[src/rtl/core/lrast_pkg.sv]
// Shared types and constants of the line rasterizer.
package lrast_pkg;

	localparam logic CMD_START = 1'b0;
	localparam logic CMD_STEP  = 1'b1;

	localparam int  VIEW_BITS = 12;
	localparam int  REG_ADDR_BITS = 1;
	localparam logic [REG_ADDR_BITS-1:0] REG_VIEW_WIDTH  = 1'b0;
	localparam logic [REG_ADDR_BITS-1:0] REG_VIEW_HEIGHT = 1'b1;
	localparam logic [VIEW_BITS-1:0] VIEW_WIDTH_RST  = 12'd1280;
	localparam logic [VIEW_BITS-1:0] VIEW_HEIGHT_RST = 12'd720;

	localparam int QUEUE_DEPTH    = 4;
	localparam int QUEUE_PTR_BITS = 2;

	typedef struct packed {
		logic full;
		logic empty;
	} q_status_t;

endpackage

[src/rtl/core/lrast_front.sv]
// Front end: accepts command words and computes the line setup.
module lrast_front #(
	parameter int COORD_BITS = 12,
	parameter int IN_BITS    = 72,
	parameter int ENTRY_BITS = 108
) (
	input  logic                  clk,
	input  logic                  arst_n,
	input  logic                  s_tvalid,
	output logic                  s_tready,
	input  logic                  s_tuser,
	input  logic [IN_BITS-1:0]    s_tdata,
	input  lrast_pkg::q_status_t  q_status,
	output logic                  q_push,
	output logic [ENTRY_BITS-1:0] q_data
);

	localparam int W  = COORD_BITS;
	localparam int EW = COORD_BITS + 3;

	typedef struct packed {
		logic                 cmd;
		logic                 y_major;
		logic                 minor_neg;
		logic signed [W-1:0]  cur_major;
		logic signed [W-1:0]  cur_minor;
		logic signed [W-1:0]  end_major;
		logic signed [EW-1:0] err;
		logic signed [EW-1:0] inc_diag;
		logic signed [EW-1:0] inc_axial;
		logic [23:0]          color;
	} entry_t;

	logic signed [W-1:0] x0, y0, x1, y1;
	logic [W-1:0]        adx, ady;
	logic                y_major;
	logic                take;

	logic                valid_s1;
	logic                cmd_s1;
	logic                y_major_s1;
	logic signed [W-1:0] maj0_s1, maj1_s1, min0_s1, min1_s1;
	logic [W-1:0]        dmaj_s1, dmin_s1;
	logic [23:0]         color_s1;

	logic                 swap;
	logic signed [EW-1:0] two_dmin, two_dmaj, one_dmaj;
	entry_t               entry;

	assign x0 = s_tdata[W-1:0];
	assign y0 = s_tdata[2*W-1:W];
	assign x1 = s_tdata[3*W-1:2*W];
	assign y1 = s_tdata[4*W-1:3*W];

	assign adx     = (x1 >= x0) ? W'(x1 - x0) : W'(x0 - x1);
	assign ady     = (y1 >= y0) ? W'(y1 - y0) : W'(y0 - y1);
	assign y_major = !(adx > ady);

	assign s_tready = !valid_s1 || !q_status.full;
	assign take     = s_tvalid && s_tready;

	always_ff @(posedge clk or negedge arst_n) begin
		if (!arst_n) begin
			valid_s1 <= 1'b0;
		end else if (s_tready) begin
			valid_s1 <= s_tvalid;
		end
	end

	always_ff @(posedge clk) begin
		if (take) begin
			cmd_s1     <= s_tuser;
			y_major_s1 <= y_major;
			maj0_s1    <= y_major ? y0 : x0;
			maj1_s1    <= y_major ? y1 : x1;
			min0_s1    <= y_major ? x0 : y0;
			min1_s1    <= y_major ? x1 : y1;
			dmaj_s1    <= y_major ? ady : adx;
			dmin_s1    <= y_major ? adx : ady;
			color_s1   <= {s_tdata[4*W+7:4*W], s_tdata[4*W+15:4*W+8], s_tdata[4*W+23:4*W+16]};
		end
	end

	assign swap     = maj0_s1 > maj1_s1;
	assign two_dmin = {2'b00, dmin_s1, 1'b0};
	assign two_dmaj = {2'b00, dmaj_s1, 1'b0};
	assign one_dmaj = {3'b000, dmaj_s1};

	always_comb begin
		entry.cmd       = cmd_s1;
		entry.y_major   = y_major_s1;
		entry.minor_neg = swap ? (min0_s1 < min1_s1) : (min1_s1 < min0_s1);
		entry.cur_major = swap ? maj1_s1 : maj0_s1;
		entry.cur_minor = swap ? min1_s1 : min0_s1;
		entry.end_major = swap ? maj0_s1 : maj1_s1;
		entry.err       = two_dmin - one_dmaj;
		entry.inc_diag  = two_dmin - two_dmaj;
		entry.inc_axial = two_dmin;
		entry.color     = color_s1;
	end

	assign q_push = valid_s1 && !q_status.full;
	assign q_data = entry;

endmodule

[src/rtl/core/lrast_queue.sv]
// Short first-word-fall-through queue between front and back end.
module lrast_queue #(
	parameter int DATA_BITS = 108
) (
	input  logic                 clk,
	input  logic                 arst_n,
	input  logic                 push,
	input  logic [DATA_BITS-1:0] wr_data,
	input  logic                 pop,
	output logic [DATA_BITS-1:0] rd_data,
	output lrast_pkg::q_status_t status
);

	localparam int DEPTH = lrast_pkg::QUEUE_DEPTH;
	localparam int PW    = lrast_pkg::QUEUE_PTR_BITS;

	logic [DATA_BITS-1:0] mem_q [DEPTH];
	logic [PW-1:0]        wr_ptr_q, rd_ptr_q;
	logic [PW:0]          count_q;

	always_ff @(posedge clk or negedge arst_n) begin
		if (!arst_n) begin
			wr_ptr_q <= '0;
			rd_ptr_q <= '0;
			count_q  <= '0;
		end else begin
			if (push) wr_ptr_q <= wr_ptr_q + 1'b1;
			if (pop)  rd_ptr_q <= rd_ptr_q + 1'b1;
			if (push && !pop)      count_q <= count_q + 1'b1;
			else if (pop && !push) count_q <= count_q - 1'b1;
		end
	end

	always_ff @(posedge clk) begin
		if (push) mem_q[wr_ptr_q] <= wr_data;
	end

	assign rd_data      = mem_q[rd_ptr_q];
	assign status.full  = count_q == (PW+1)'(DEPTH);
	assign status.empty = count_q == '0;

endmodule

[src/rtl/core/lrast_back.sv]
// Back end: holds line state, steps the line and drives the pixel output.
module lrast_back #(
	parameter int COORD_BITS = 12,
	parameter int OUT_BITS   = 48,
	parameter int ENTRY_BITS = 108
) (
	input  logic                                  clk,
	input  logic                                  arst_n,
	input  logic                                  cfg_we,
	input  logic [lrast_pkg::REG_ADDR_BITS-1:0]   cfg_addr,
	input  logic [lrast_pkg::VIEW_BITS-1:0]       cfg_wdata,
	input  lrast_pkg::q_status_t                  q_status,
	input  logic [ENTRY_BITS-1:0]                 q_data,
	output logic                                  q_pop,
	output logic                                  m_tvalid,
	input  logic                                  m_tready,
	output logic                                  m_tuser,
	output logic                                  m_tlast,
	output logic [OUT_BITS-1:0]                   m_tdata
);

	localparam int W  = COORD_BITS;
	localparam int EW = COORD_BITS + 3;
	localparam int VB = lrast_pkg::VIEW_BITS;
	localparam int CW = (W > VB) ? W : VB;

	typedef struct packed {
		logic                 cmd;
		logic                 y_major;
		logic                 minor_neg;
		logic signed [W-1:0]  cur_major;
		logic signed [W-1:0]  cur_minor;
		logic signed [W-1:0]  end_major;
		logic signed [EW-1:0] err;
		logic signed [EW-1:0] inc_diag;
		logic signed [EW-1:0] inc_axial;
		logic [23:0]          color;
	} entry_t;

	entry_t entry;

	logic [VB-1:0]        view_width_q, view_height_q;
	logic                 active_q;
	logic                 y_major_q, minor_neg_q;
	logic signed [W-1:0]  cur_major_q, cur_minor_q, end_major_q;
	logic signed [EW-1:0] err_q, inc_diag_q, inc_axial_q;
	logic [23:0]          color_q;

	logic                out_valid_q, out_user_q, out_last_q;
	logic [OUT_BITS-1:0] out_data_q;

	logic                out_free, is_start, emit, last, vis;
	logic signed [W-1:0] px, py;

	assign entry    = q_data;
	assign out_free = !out_valid_q || m_tready;
	assign is_start = entry.cmd == lrast_pkg::CMD_START;
	assign q_pop    = !q_status.empty && (is_start || !active_q || out_free);
	assign emit     = q_pop && !is_start && active_q;

	assign px   = y_major_q ? cur_minor_q : cur_major_q;
	assign py   = y_major_q ? cur_major_q : cur_minor_q;
	assign last = cur_major_q >= end_major_q;
	assign vis  = !px[W-1] && !py[W-1] &&
		(CW'($unsigned(px)) < CW'(view_width_q)) &&
		(CW'($unsigned(py)) < CW'(view_height_q));

	always_ff @(posedge clk or negedge arst_n) begin
		if (!arst_n) begin
			view_width_q  <= lrast_pkg::VIEW_WIDTH_RST;
			view_height_q <= lrast_pkg::VIEW_HEIGHT_RST;
		end else if (cfg_we) begin
			unique case (cfg_addr)
				lrast_pkg::REG_VIEW_WIDTH:  view_width_q  <= cfg_wdata;
				lrast_pkg::REG_VIEW_HEIGHT: view_height_q <= cfg_wdata;
				default: ;
			endcase
		end
	end

	always_ff @(posedge clk or negedge arst_n) begin
		if (!arst_n) begin
			active_q    <= 1'b0;
			out_valid_q <= 1'b0;
		end else begin
			if (q_pop && is_start) active_q <= 1'b1;
			else if (emit && last) active_q <= 1'b0;
			if (emit)          out_valid_q <= 1'b1;
			else if (m_tready) out_valid_q <= 1'b0;
		end
	end

	always_ff @(posedge clk) begin
		if (q_pop && is_start) begin
			y_major_q   <= entry.y_major;
			minor_neg_q <= entry.minor_neg;
			cur_major_q <= entry.cur_major;
			cur_minor_q <= entry.cur_minor;
			end_major_q <= entry.end_major;
			err_q       <= entry.err;
			inc_diag_q  <= entry.inc_diag;
			inc_axial_q <= entry.inc_axial;
			color_q     <= entry.color;
		end else if (emit && !last) begin
			cur_major_q <= cur_major_q + 1'b1;
			if (err_q > EW'(0)) begin
				cur_minor_q <= minor_neg_q ? cur_minor_q - 1'b1 : cur_minor_q + 1'b1;
				err_q       <= err_q + inc_diag_q;
			end else begin
				err_q <= err_q + inc_axial_q;
			end
		end
	end

	always_ff @(posedge clk) begin
		if (emit) begin
			out_data_q <= OUT_BITS'({color_q[7:0], color_q[15:8], color_q[23:16], py, px});
			out_user_q <= vis;
			out_last_q <= last;
		end
	end

	assign m_tvalid = out_valid_q;
	assign m_tdata  = out_data_q;
	assign m_tuser  = out_user_q;
	assign m_tlast  = out_last_q;

endmodule

[src/rtl/core/line_rasterizer_top.sv]
// Top level of the Bresenham line rasterizer.
//
// Input stream (s_*): s_tuser is the command, 0 starts a line from the endpoints and
// color in s_tdata, 1 asks for the next pixel of the active line. A start word gives
// no output; a pixel request with no active line is dropped without output.
// Output stream (m_*): one word per pixel, m_tlast marks the far endpoint, m_tuser is
// set when the pixel lies inside the viewport set by the view_width / view_height
// registers (cfg_addr 0 and 1, written whenever cfg_we is high).
// A pixel request passes the setup register, a queue slot and the output register before
// it shows on m_tvalid. Throughput: one word per cycle both ways while m_tready is high;
// each pixel is one add and compare on the line state in the back end.
// A four-word queue separates setup from stepping. When m_tready stays low the output
// word holds, the queue fills and s_tready drops once the queue is full and the setup
// register holds a word.
// Reset clears the queue, the active line and the output; the viewport registers
// return to 1280 by 720.
module line_rasterizer_top #(
	parameter int COORD_BITS = 12,
	localparam int IN_BITS    = ((4 * COORD_BITS + 24 + 7) / 8) * 8,
	localparam int OUT_BITS   = ((2 * COORD_BITS + 24 + 7) / 8) * 8,
	localparam int ENTRY_BITS = 6 * COORD_BITS + 36
) (
	input  logic                                clk,
	input  logic                                arst_n,
	input  logic                                cfg_we,
	input  logic [lrast_pkg::REG_ADDR_BITS-1:0] cfg_addr,
	input  logic [lrast_pkg::VIEW_BITS-1:0]     cfg_wdata,
	input  logic                                s_tvalid,
	output logic                                s_tready,
	input  logic                                s_tuser,   // command
	input  logic [IN_BITS-1:0]                  s_tdata,   // start_x, start_y, end_x, end_y, red_in, green_in, blue_in
	output logic                                m_tvalid,
	input  logic                                m_tready,
	output logic                                m_tuser,   // visible
	output logic                                m_tlast,
	output logic [OUT_BITS-1:0]                 m_tdata    // pixel_x, pixel_y, red_out, green_out, blue_out
);

	logic                 q_push, q_pop;
	logic [ENTRY_BITS-1:0] q_wr_data, q_rd_data;
	lrast_pkg::q_status_t q_status;

	lrast_front #(
		.COORD_BITS(COORD_BITS),
		.IN_BITS(IN_BITS),
		.ENTRY_BITS(ENTRY_BITS)
	) u_front (
		.clk(clk),
		.arst_n(arst_n),
		.s_tvalid(s_tvalid),
		.s_tready(s_tready),
		.s_tuser(s_tuser),
		.s_tdata(s_tdata),
		.q_status(q_status),
		.q_push(q_push),
		.q_data(q_wr_data)
	);

	lrast_queue #(
		.DATA_BITS(ENTRY_BITS)
	) u_queue (
		.clk(clk),
		.arst_n(arst_n),
		.push(q_push),
		.wr_data(q_wr_data),
		.pop(q_pop),
		.rd_data(q_rd_data),
		.status(q_status)
	);

	lrast_back #(
		.COORD_BITS(COORD_BITS),
		.OUT_BITS(OUT_BITS),
		.ENTRY_BITS(ENTRY_BITS)
	) u_back (
		.clk(clk),
		.arst_n(arst_n),
		.cfg_we(cfg_we),
		.cfg_addr(cfg_addr),
		.cfg_wdata(cfg_wdata),
		.q_status(q_status),
		.q_data(q_rd_data),
		.q_pop(q_pop),
		.m_tvalid(m_tvalid),
		.m_tready(m_tready),
		.m_tuser(m_tuser),
		.m_tlast(m_tlast),
		.m_tdata(m_tdata)
	);

	a_stall_only_when_full: assert property (@(posedge clk) disable iff (!arst_n)
		!s_tready |-> q_status.full)
		else $error("input stalled while queue has room");

	a_no_pop_empty: assert property (@(posedge clk) disable iff (!arst_n)
		q_pop |-> !q_status.empty)
		else $error("queue popped while empty");

	a_no_push_full: assert property (@(posedge clk) disable iff (!arst_n)
		q_push |-> !q_status.full)
		else $error("queue pushed while full");

	a_status_sane: assert property (@(posedge clk) disable iff (!arst_n)
		!(q_status.full && q_status.empty))
		else $error("queue both full and empty");

endmodule

[config.mk]
export PLATFORM = sky130hd
export DESIGN_NAME = line_rasterizer_top
export DESIGN_NICKNAME = d
export VERILOG_FILES = /design/src/rtl/core/lrast_pkg.sv /design/src/rtl/core/lrast_front.sv /design/src/rtl/core/lrast_queue.sv /design/src/rtl/core/lrast_back.sv /design/src/rtl/core/line_rasterizer_top.sv
export SDC_FILE = /design/constraint.sdc
export NUM_CORES = 1
export LEC_CHECK = 0
export ABC_CLOCK_PERIOD_IN_PS = 13480
export BUFFER_PORTS_ARGS = -buffer_cell sky130_fd_sc_hd__buf_4
export CORE_MARGIN = 3
export CORE_UTILIZATION = 35
export DETAILED_ROUTE_END_ITERATION = 6
export PLACE_DENSITY = 0.59
export SYNTH_ARGS = -nofsm -noshare
export SYNTH_HDL_FRONTEND = slang
export SYNTH_HIERARCHICAL = 1
export SYNTH_SLANG_ARGS = --single-unit
export TNS_END_PERCENT = 50
[constraint.sdc]
create_clock -name clk -period 13.48 [get_ports clk]
set_input_delay 0.674 -clock clk [delete_from_list [all_inputs] [get_ports clk]]
set_output_delay 0.674 -clock clk [all_outputs]
set_load 0.01 [all_outputs]
==> results of run 1 <==
[cells by family (layout without fill, tap and decap cells)]
group / after synthesis / count (layout) / synth area share (%)
muxes: 216 / 216 / 10.9
and+or+nand+nor: 353 / 353 / 5.10
buffers and inverters: 245 / 464 / 3.31
DFF: 721 / 721 / 64.9
other: 1 / 7 / 0.0113
adders and majority gates: 180 / 180 / 7.01
xor gates and xnor gates: 72 / 72 / 1.93
AOI/OAI and AO/OA: 367 / 367 / 6.78
[how the worst max path moves through the flow]
stage,startpoint,endpoint,slack [ns],cells past startpoint
after floorplan,u_queue/rd_ptr_q[0],u_back/cur_minor_q[0],7.47,6
after global placement,s_tdata[24],u_front/min1_s1[11],7.32,20
after detailed placement,s_tdata[24],u_front/maj1_s1[11],7.26,20
after CTS,s_tdata[24],u_front/maj1_s1[11],7.90,20
after global routing,s_tdata[24],u_front/min1_s1[11],7.43,20
final,s_tdata[24],u_front/maj1_s1[11],7.80,20
[cell usage after synthesis (33+ instances only)]
cell type and count:
nor2_1 62, a21oi_1 76, mux4_2 108, ha_1 171, clkbuf_1 33, inv_1 161
xnor2_1 42, mux2i_1 37, mux2_2 68, nand2_1 153, edfxtp_1 687, o21ai_0 156
[metrics by stage]
step | hold WS, ns | worst slack (ns)
3_5_place_dp | 0.405 | 7.26
3_3_place_gp | 0.403 | 7.32
5_1_grt | 0.198 | 7.43
4_1_cts | 0.190 | 7.90
2_1_floorplan | 0.378 | 7.47
6_report | 0.236 | 7.80
[power by group]
part / switching (mW) / leakage [nW] / internal, mW / total, mW
Combinational: 2.27 / 5.91 / 1.50 / 3.77
Clock: 0.844 / 1.18 / 1.17 / 2.02
Sequential: 0.425 / 6.83 / 3.84 / 4.26
Total: 3.53 / 13.9 / 6.51 / 10.0
[worst reg2reg max path: cells and delay by family, from the launching register on]
family	cells	cell delay (ns)
compound gates	1	0.12
buf+inv	3	1.69
flops	1	1.02
mux	1	0.64
simple gates	2	0.61
[layout by cell type, fill, tap and decap left out, drive strengths merged, types with 19 or more instances in the layout]
| master | synthesis | routed |
|---|---|---|
| mux2i | 37 | 37 |
| inv | 162 | 167 |
| nand2 | 154 | 154 |
| a21o | 32 | 32 |
| a21oi | 78 | 78 |
| dfrtp | 28 | 28 |
| mux2 | 71 | 71 |
| buf | 50 | 164 |
| clkinv | 0 | 37 |
| edfxtp | 687 | 687 |
| nor2b | 20 | 20 |
| xnor2 | 42 | 42 |
| nand4 | 19 | 19 |
| mux4 | 108 | 108 |
| xor2 | 30 | 30 |
| clkbuf | 33 | 86 |
| ha | 171 | 171 |
| o21ai | 161 | 161 |
| nor2 | 62 | 62 |
[final cells by class]
| class | count | area [um2] |
|---|---|---|
| tap | 1254 | 1570 |
| inverter | 162 | 611 |
| fill | 8521 | 55600 |
| multi-input combinational | 1192 | 10600 |
| clock buffer | 86 | 1940 |
| sequential | 721 | 21500 |
| clock inverter | 51 | 453 |
| antenna | 3 | 7.51 |
| timing repair buffer | 165 | 1240 |
[registers in the layout (all words and copies together), names as in the netlist, 15 cells and up]
signal and count:
u_back/inc_axial_q 15, u_back/inc_diag_q 15, u_back/color_q 24, u_back/m_tdata 48, u_back/err_q 15, u_front/color_s1 24
u_queue/mem_q 432
[metal layers]
layer,GRT usage [%],up-vias
met5,0,-
met4,4.07,0
met3,2.24,113
met2,23.5,507
met1,22.4,9329
li1,-,8518
==> impl_metrics.json, run 1 <==
{
  "place_area_um2": 35500,
  "cpPeakStageDelay_ns": 0.67,
  "stdcell_count": 3634,
  "clk_pin_slew_ns": 0.06,
  "r2r_end": "u_back/cur_minor_q[5]",
  "cp_cell_sequence": "buf_4 > inv_1 > ha_1 > inv_1 > fa_1 > nand3_1 > a211oi_1 > or4_4 > a21oi_4 > mux2_2 > a31oi_4 > xor2_2 > inv_1 > ha_1 > nand4_1 > or2_2 > o21ai_0 > o22a_4 > buf_4 > mux2_2",
  "synth_top_area_share_pct": 62.4,
  "finClkSkew_ns": 0.0234,
  "synth_area_leader_cell": "edfxtp_1",
  "wl_per_cell_um": 20.7,
  "startpoint_type": "input pin",
  "hold_depth": 1,
  "leakage_nw": 13.9,
  "synth_area_um2": 33100,
  "start_util_pct": 35.4,
  "fmax_mhz": 176,
  "crit_type": "input pin to flip-flop",
  "outcome": "finished, final reports clean",
  "crit_buf_inv": 5,
  "drtAntennaViolNets": 0,
  "hold_start": "s_tdata[71]",
  "ys_seq_area_share_pct": 64.9,
  "grt_max_degree": 90,
  "power.total_mw": 10.0,
  "insertion_delay_ns": 0.61,
  "top_layer": "met4",
  "grt_pass1_vias": 19000,
  "hp-class": "input pin to flip-flop",
  "synth_edf_count": 687,
  "tns_ns": 0,
  "core_area_um2": 93500,
  "met2_length_mm": 33.9,
  "clkSinkCount": 721,
  "synthDistinctLibCells": 78,
  "slew_headroom_pct": 25.7,
  "areaGrowthSynthToFinish_pct": 14.5,
  "synth_seq_cells": 721,
  "cts_tree": "yes",
  "syn_inst": 2155,
  "path_common_cell": "inv_1",
  "die_x_um": 313,
  "antenna_found_initial": 1,
  "detailroute.wirelength.met3_mm": 3.92,
  "reg2reg_slack_ns": 9.26,
  "power_density_nw_per_um2": 265,
  "slew_viol_final": 0,
  "arrival_ns": 6.03,
  "critPathSlowestCell": "buf_4",
  "reg2regPathDepth": 7,
  "final-hold-violation-count": 0,
  "die_h_um": 313,
  "cpLargestDelayFamily": "compound AO/OA/AOI/OAI gates",
  "dp.cells": 3493,
  "cts_hold_buf": 1,
  "place.gp.congestion": 0.885,
  "yosysWarnings": 6,
  "fin_crit_ns": 5.68,
  "postSynth.topFlopCell": "edfxtp_1",
  "syn_area_per_cell_um2": 15.4,
  "required_ns": 13.83,
  "post-route-cell-area_um2": 37900,
  "track_usage_pct": 15.2,
  "cts_root_buf": "clkbuf_16",
  "io_buffers": 142,
  "layout-drive-gt1-share_pct": 20.7,
  "post-route-period-util_pct": 42.2,
  "h-tree-depth": 3,
  "grt_pass1_wl_mm": 114,
  "routed-via-count": 18500,
  "cts_buffer_depth": 3,
  "die-area_um2": 98300,
  "synth.area.top_cells": "edfxtp_1 (62%), mux4_2 (7.4%), ha_1 (6.5%)",
  "first_iter_violations": 1647,
  "post-cts-setup-buffer-count": 0,
  "critPathCaptureType": "flip-flop",
  "ys_async_sr_fraction_pct": 4.72,
  "met1_length_mm": 35.5,
  "timing.rr.start": "u_queue/rd_ptr_q[0]",
  "drt_wl_total_mm": 75.1,
  "tightestPinTransition_ns": 1.11,
  "setup_viol": 0,
  "rows": 112,
  "cp_max_fo": 89,
  "grt.overflow.total": 0,
  "avgViaCountPerCell": 5.08,
  "fin_util_pct": 40.5,
  "drc": 0,
  "ios": 143,
  "holdPathEnd": "u_front/color_s1[7]",
  "ir_drop_uv": 126,
  "cts.repair.resized": 0,
  "cts_buffers": 75,
  "dr.pass1.iters": 5,
  "drv_cap": 0,
  "nets": 2588,
  "post-dp-hpwl_mm": 51.5,
  "grt_setup_unrepaired": "false"
}
(Power assumes the default switching activity.)
==> run 2, diff against run 1 <==
ABC_AREA = 1   (was default)
ABC_CLOCK_PERIOD_IN_PS = 5100   (was 13480)
PLACE_DENSITY = 0.61   (was 0.59)
clock period = 5.1 ns   (was 13.48 ns; I/O delays follow)
==> run 2 against run 1 <==
  * Clock skew grew 0.016 ns
  * Via count is 33% higher
  * Highest routed layer unchanged
  * Cell count rose by 42%
  * Critical endpoint is now u_front/min0_s1[4]
==> impl_metrics.json, run 2 <==
{
  "layout-drive-gt1-share_pct": 9.97,
  "fin_crit_ns": 4.66,
  "use_met2_pct": 26.3,
  "grt_max_degree": 124,
  "post-route-period-util_pct": 91.4,
  "reg2regPathDepth": 11,
  "insertion_delay_ns": 0.66,
  "outcome": "finished, final reports clean",
  "grt_busiest_layer": "met2",
  "avgViaCountPerCell": 4.77,
  "ir_drop_uv": 641,
  "antenna_found_initial": 0,
  "drc": 0,
  "clk_pin_slew_ns": 0.06,
  "synth.area.top_cells": "edfxtp_1 (57%), nand2_1 (10%), ha_1 (5.9%)",
  "grt_setup_unrepaired": "false",
  "switchingPower_mw": 11.6,
  "syn_area_per_cell_um2": 10.3,
  "r2r_end": "u_queue/mem_q[2][89]",
  "die_x_um": 327,
  "grt.overflow.total": 0,
  "areaGrowthSynthToFinish_pct": 17.0,
  "h-tree-depth": 3,
  "setup_ws_ns": 0.438,
  "cts_buffer_depth": 3,
  "layout_common_cells": "nand2_1 (967), edfxtp_1 (687), inv_1 (534)",
  "grt_pass1_vias": 23600,
  "pwr-share-clk_pct": 20.4,
  "post-route-cell-area_um2": 42100,
  "globalRouteMet1Util_pct": 22.1,
  "post-cts-setup-buffer-count": 0,
  "synth_edf_count": 687,
  "fmax_mhz": 214,
  "met3_usage_pct": 1.98,
  "cts_buffers": 82,
  "dr.pass1.iters": 5,
  "largest_reg_flops": 432,
  "synth_top_area_share_pct": 57.3,
  "synth_area_um2": 36000,
  "track_usage_pct": 16.1,
  "reg2reg_slack_ns": 1.68,
  "leakage_nw": 18.0,
  "finClkSkew_ns": 0.0391,
  "core_area_um2": 102000,
  "required_ns": 5.48,
  "tns_ns": 0,
  "wl_per_cell_um": 16.8,
  "tightestPinTransition_ns": 1.23,
  "postSynth.topFlopCell": "edfxtp_1",
  "synthDistinctLibCells": 51,
  "dp_slack_ns": 0.838,
  "ys_seq_area_share_pct": 59.7,
  "fillers": 9703,
  "io_buffers": 142,
  "startpoint_type": "input pin",
  "seq_area_um2": 21500,
  "final_common_cell": "nand2_1",
  "synth_common_cells": "nand2_1 (967), edfxtp_1 (687), inv_1 (539)",
  "start_util_pct": 35.3,
  "cp_max_fo": 80,
  "timing.rr.start": "u_front/maj1_s1[11]",
  "p_seq_share_pct": 39.2,
  "top_register": "u_queue/mem_q",
  "synth_seq_cells": 721,
  "power.total_mw": 29.3,
  "yosysWarnings": 6,
  "power_density_nw_per_um2": 695,
  "cts_tree": "yes",
  "nets": 3994,
  "synth_area_leader_cell": "edfxtp_1",
  "die_h_um": 327,
  "routed-via-count": 24600,
  "first_iter_violations": 1614,
  "hp-class": "input pin to asynchronous set/reset pin",
  "drtAntennaViolNets": 0,
  "multi_input_area_um2": 11800,
  "crit_type": "input pin to flip-flop",
  "comb_power_share_pct": 40.4,
  "ios": 143,
  "place_area_um2": 38300,
  "drv_cap": 0,
  "clkSinkCount": 721,
  "ys_async_sr_fraction_pct": 4.72,
  "die-area_um2": 107000,
  "arrival_ns": 5.04,
  "post-dp-hpwl_mm": 58.3,
  "drt_wl_total_mm": 86.5,
  "synth.most_common_cell": "nand2_1",
  "slew_headroom_pct": 17.5,
  "swShare_pct": 39.5,
  "syn_inst": 3503,
  "internal-power_mw": 17.7,
  "rows": 117,
  "final-hold-violation-count": 0,
  "cts_root_buf": "clkbuf_16",
  "critPathCaptureType": "flip-flop",
  "grt_pass1_wl_mm": 135,
  "place.gp.congestion": 0.893,
  "setup_viol": 0,
  "slew_viol_final": 0
}
==> run 2: cell count changes after synthesis, moves of 35 or more <==
cell,change
nand3_1,+143
buf_2,+35
o211ai_1,+203
mux2_2,-68
nand2_1,+814
inv_1,+378
mux4_2,-108
mux2i_1,-37
nor2_1,+43
==> run 2: worst max path at each step <==
stage | startpoint | to | slack, ns | cells after the start
4_1_cts | s_tdata[24] | u_front/min1_s1[0] | 0.41 | 24
6_report | s_tdata[24] | u_front/min0_s1[4] | 0.44 | 23
2_1_floorplan | u_queue/count_q[0] | u_front/cmd_s1 | 1.28 | 2
3_3_place_gp | s_tdata[24] | u_front/maj1_s1[0] | 0.95 | 22
5_1_grt | s_tdata[24] | u_front/min0_s1[3] | 0.06 | 25
3_5_place_dp | s_tdata[24] | u_front/min0_s1[0] | 0.84 | 22
==> run 2: cells by family after synthesis <==
family | after synthesis | synth area share, %
AO/OA/AOI/OAI | 509 | 8.86
XOR/XNOR | 64 | 1.56
adder cells (fa/ha/maj) | 180 | 6.44
buffers and inverters | 680 | 7.74
flip-flops | 721 | 59.7
other | 1 | 0.0104
AND/OR/NAND/NOR | 1348 | 15.7
==> run 2: power by group through the flow <==
stage / clock network, mW / registers [mW] / logic [mW]
detailed placement: 0 / 11.6 / 11.7
CTS: 6.16 / 11.5 / 11.9
global route: 6.37 / 11.7 / 13.4
global placement: 0 / 11.6 / 11.5
finish: 5.98 / 11.5 / 11.8
floorplan: 0 / 11.3 / 8.30
==> run 2: through the flow <==
| step | cells | utilization, % | hold WS [ns] |
|---|---|---|---|
| global placement | 4904 | 37.6 | 0.250 |
| finish | 5160 | 41.4 | 0.106 |
| global route | 5158 | 41.3 | 0.0750 |
| CTS | 5158 | 41.3 | 0.0345 |
| floorplan | 3506 | - | -0.0406 |
| detailed placement | 4904 | 37.6 | 0.262 |
==> run 2: area by class of cell <==
cell class / instances / share of cell area [%]
clock buffers: 96 / 5.04
clock inverters: 55 / 1.51
inverters: 547 / 4.91
multi-input cells: 2105 / 27.9
well taps: 1368 / 4.06
diodes: 2 / 0.0119
repair buffers: 266 / 5.51
flip-flops and latches: 721 / 51.0
==> run 2: per-layer routing <==
metal	wire, um	share of wire (%)
met1	40000	46
met2	40000	46
met3	3720	4.3
met4	2770	3.2
met5	0	0
==> run 2: timing repair <==
item	4_1_cts	5_1_grt
setup endpoints to repair	0	1
endpoints found under the hold margin	133	0
hold buffers	103	0
resized for setup	0	1
==> run 2: critical path, cell delays in order <==
cell,delay (ns)
dlygate4sd3_1,0.57
buf_4,0.16
inv_1,0.06
ha_1,0.18
inv_1,0.08
fa_1,0.44
nand3_1,0.10
nand3_1,0.18
nand3_2,0.14
nand4_2,0.18
nand3_2,0.39
nand2_2,0.12
and2_1,0.18
ha_1,0.30
nand2_1,0.06
nor2_1,0.13
nand4_1,0.14
nor3_1,0.15
nand2_1,0.11
o21ai_4,0.10
buf_12,0.28
o21ai_0,0.12
dlygate4sd3_1,0.56
==> run 3, diff against run 2 <==
BUFFER_PORTS_ARGS = -buffer_cell sky130_fd_sc_hd__buf_2   (was -buffer_cell sky130_fd_sc_hd__buf_4)
==> run 3 against run 2 <==
  * Hold slack lost 0.059 ns
  * Power down 2.0%
  * Flip-flop and latch count unchanged
  * Cell area shrank 1.7%
  * Clock-buffer cell count decreased by 2
  * Sequential power about the same
  * Die area unchanged
  * Critical path depth grew 1
==> impl_metrics.json, run 3 (synthesized netlist as in run 2, its figures left out) <==
{
  "die-area_um2": 107000,
  "top_layer": "met5",
  "layout_common_cells": "nand2_1 (967), edfxtp_1 (687), inv_1 (534)",
  "cpLargestDelayFamily": "simple AND/OR/NAND/NOR gates",
  "die_h_um": 327,
  "leakage_nw": 17.8,
  "die_x_um": 327,
  "grt_max_degree": 124,
  "grt_pass1_vias": 23200,
  "cts_buffer_depth": 3,
  "areaGrowthSynthToFinish_pct": 15.0,
  "finClkSkew_ns": 0.0156,
  "insertion_delay_ns": 0.63,
  "power.total_mw": 28.7,
  "r2r_end": "u_queue/mem_q[0][86]",
  "grt_pass1_wl_mm": 132,
  "met1_length_mm": 39.4,
  "layout-drive-gt1-share_pct": 9.63,
  "routed-via-count": 24300,
  "hold_depth": 3,
  "reg2regPathDepth": 10,
  "wl_per_cell_um": 16.6,
  "critPathSlowestCell": "dlygate4sd3_1",
  "hp-class": "input pin to flip-flop",
  "cts_tree": "yes",
  "io_buffers": 142,
  "drv_cap": 0,
  "clk_pin_slew_ns": 0.06,
  "met2_length_mm": 39.2,
  "crit_buf_inv": 6,
  "top_register": "u_queue/mem_q",
  "fmax_mhz": 216,
  "post-cts-setup-buffer-count": 0,
  "drc": 0,
  "slew_viol_final": 0,
  "multi_input_area_um2": 11800,
  "path_common_cell": "nand3_2",
  "hold_start": "s_tdata[25]",
  "antennaDiodeCount": 0,
  "dr.pass1.iters": 6,
  "grt_setup_unrepaired": "false",
  "slew_headroom_pct": 22.4,
  "seq_area_um2": 21500,
  "reg2reg_slack_ns": 1.77,
  "cts.repair.resized": 0,
  "fillers": 9775,
  "required_ns": 5.48,
  "cts_buffers": 80,
  "holdPathEnd": "u_front/min1_s1[1]",
  "stdcell_count": 5128,
  "cts_root_buf": "clkbuf_16",
  "core_area_um2": 102000,
  "detailroute.wirelength.met3_mm": 4.15,
  "nets": 3974,
  "power_density_nw_per_um2": 693,
  "ir_drop_uv": 576,
  "critPathCaptureType": "flip-flop",
  "crit_type": "input pin to flip-flop",
  "tightestPinTransition_ns": 1.16,
  "timing.rr.start": "u_front/maj0_s1[11]",
  "cpPeakStageDelay_ns": 0.56,
  "setup_viol": 0,
  "post-route-period-util_pct": 90.6,
  "largest_reg_flops": 432,
  "start_util_pct": 35.3,
  "ios": 143,
  "rows": 117,
  "cp_max_fo": 88,
  "track_usage_pct": 15.8,
  "grt.overflow.total": 0,
  "first_iter_violations": 1864,
  "tns_ns": 0,
  "cp_cell_sequence": "dlygate4sd3_1 > buf_2 > inv_1 > ha_1 > inv_1 > fa_1 > nand3_1 > nand3_1 > nand3_2 > nand3_2 > nand2_2 > nand3_2 > nand2_4 > nand2_4 > ha_1 > nand2_1 > nor2_1 > nand4_1 > nor3_1 > nand2_1 > o21ai_4 > buf_12 > o21ai_0 > dlygate4sd3_1",
  "clkSinkCount": 721,
  "avgViaCountPerCell": 4.75,
  "arrival_ns": 5.00,
  "place.gp.congestion": 0.912,
  "fin_crit_ns": 4.62,
  "final_common_cell": "nand2_1",
  "final-hold-violation-count": 0,
  "drtAntennaViolNets": 0,
  "antenna_found_initial": 2,
  "startpoint_type": "input pin",
  "drt_wl_total_mm": 85.0,
  "outcome": "finished, final reports clean",
  "post-dp-hpwl_mm": 57.3,
  "h-tree-depth": 3,
  "dp.cells": 4903
}
-- run 3: worst max path at each step --
stage	from	to	slack, ns	depth (start not counted)
5_1_grt	s_tdata[24]	u_front/min0_s1[4]	0.14	25
4_1_cts	s_tdata[24]	u_front/min0_s1[11]	0.52	25
3_3_place_gp	s_tdata[24]	u_front/maj1_s1[0]	1.03	23
6_report	s_tdata[24]	u_front/min0_s1[11]	0.48	24
3_5_place_dp	s_tdata[24]	u_front/min1_s1[11]	0.94	23
2_1_floorplan	u_queue/count_q[0]	u_front/cmd_s1	1.28	2
-- run 3: per-stage QoR --
stage	area (um2)	hold slack, ns	util (%)	worst slack, ns
after floorplan	36000	-0.0406	-	1.28
after global placement	38000	0.389	37.3	1.03
after detailed placement	38000	0.393	37.3	0.939
after CTS	41400	0.00344	40.6	0.521
after global routing	41400	0.0265	40.6	0.138
final	41400	0.0473	40.6	0.478
-- run 3: layout make-up --
cell class | instances | area share, %
Sequential cell | 721 | 51.9
Multi-Input combinational cell | 2105 | 28.4
Clock buffer | 94 | 5.01
Inverter | 547 | 5.00
Timing Repair Buffer | 248 | 4.37
Tap cell | 1368 | 4.13
Clock inverter | 45 | 1.13
-- run 3: what timing repair did --
item,CTS,global route
hold buffers,86,0
endpoints found under the hold margin,122,0
endpoints found under the setup margin,0,0
-- run 3: metal layers --
metal / track usage, % / vias to the layer above
met4: 4.90 / 2
li1: - / 12200
met2: 25.7 / 575
met1: 22.0 / 11500
met5: 0 / -
met3: 2.21 / 133
-- run 3: worst reg2reg max path, delay by kind of cell, from the launching register on --
family                   cells  cell delay (ns)
AND/OR/NAND/NOR              9             2.13
flip-flops                   1             0.47
adder cells (fa/ha/maj)      1             0.38
-- run 3: where the power goes --
part           internal, mW  total (mW)  switching (mW)  leakage [nW]
Combinational          3.54        11.6            8.08          9.68
Clock                  3.36        5.64            2.28          1.25
Sequential             10.4        11.4            1.00          6.85
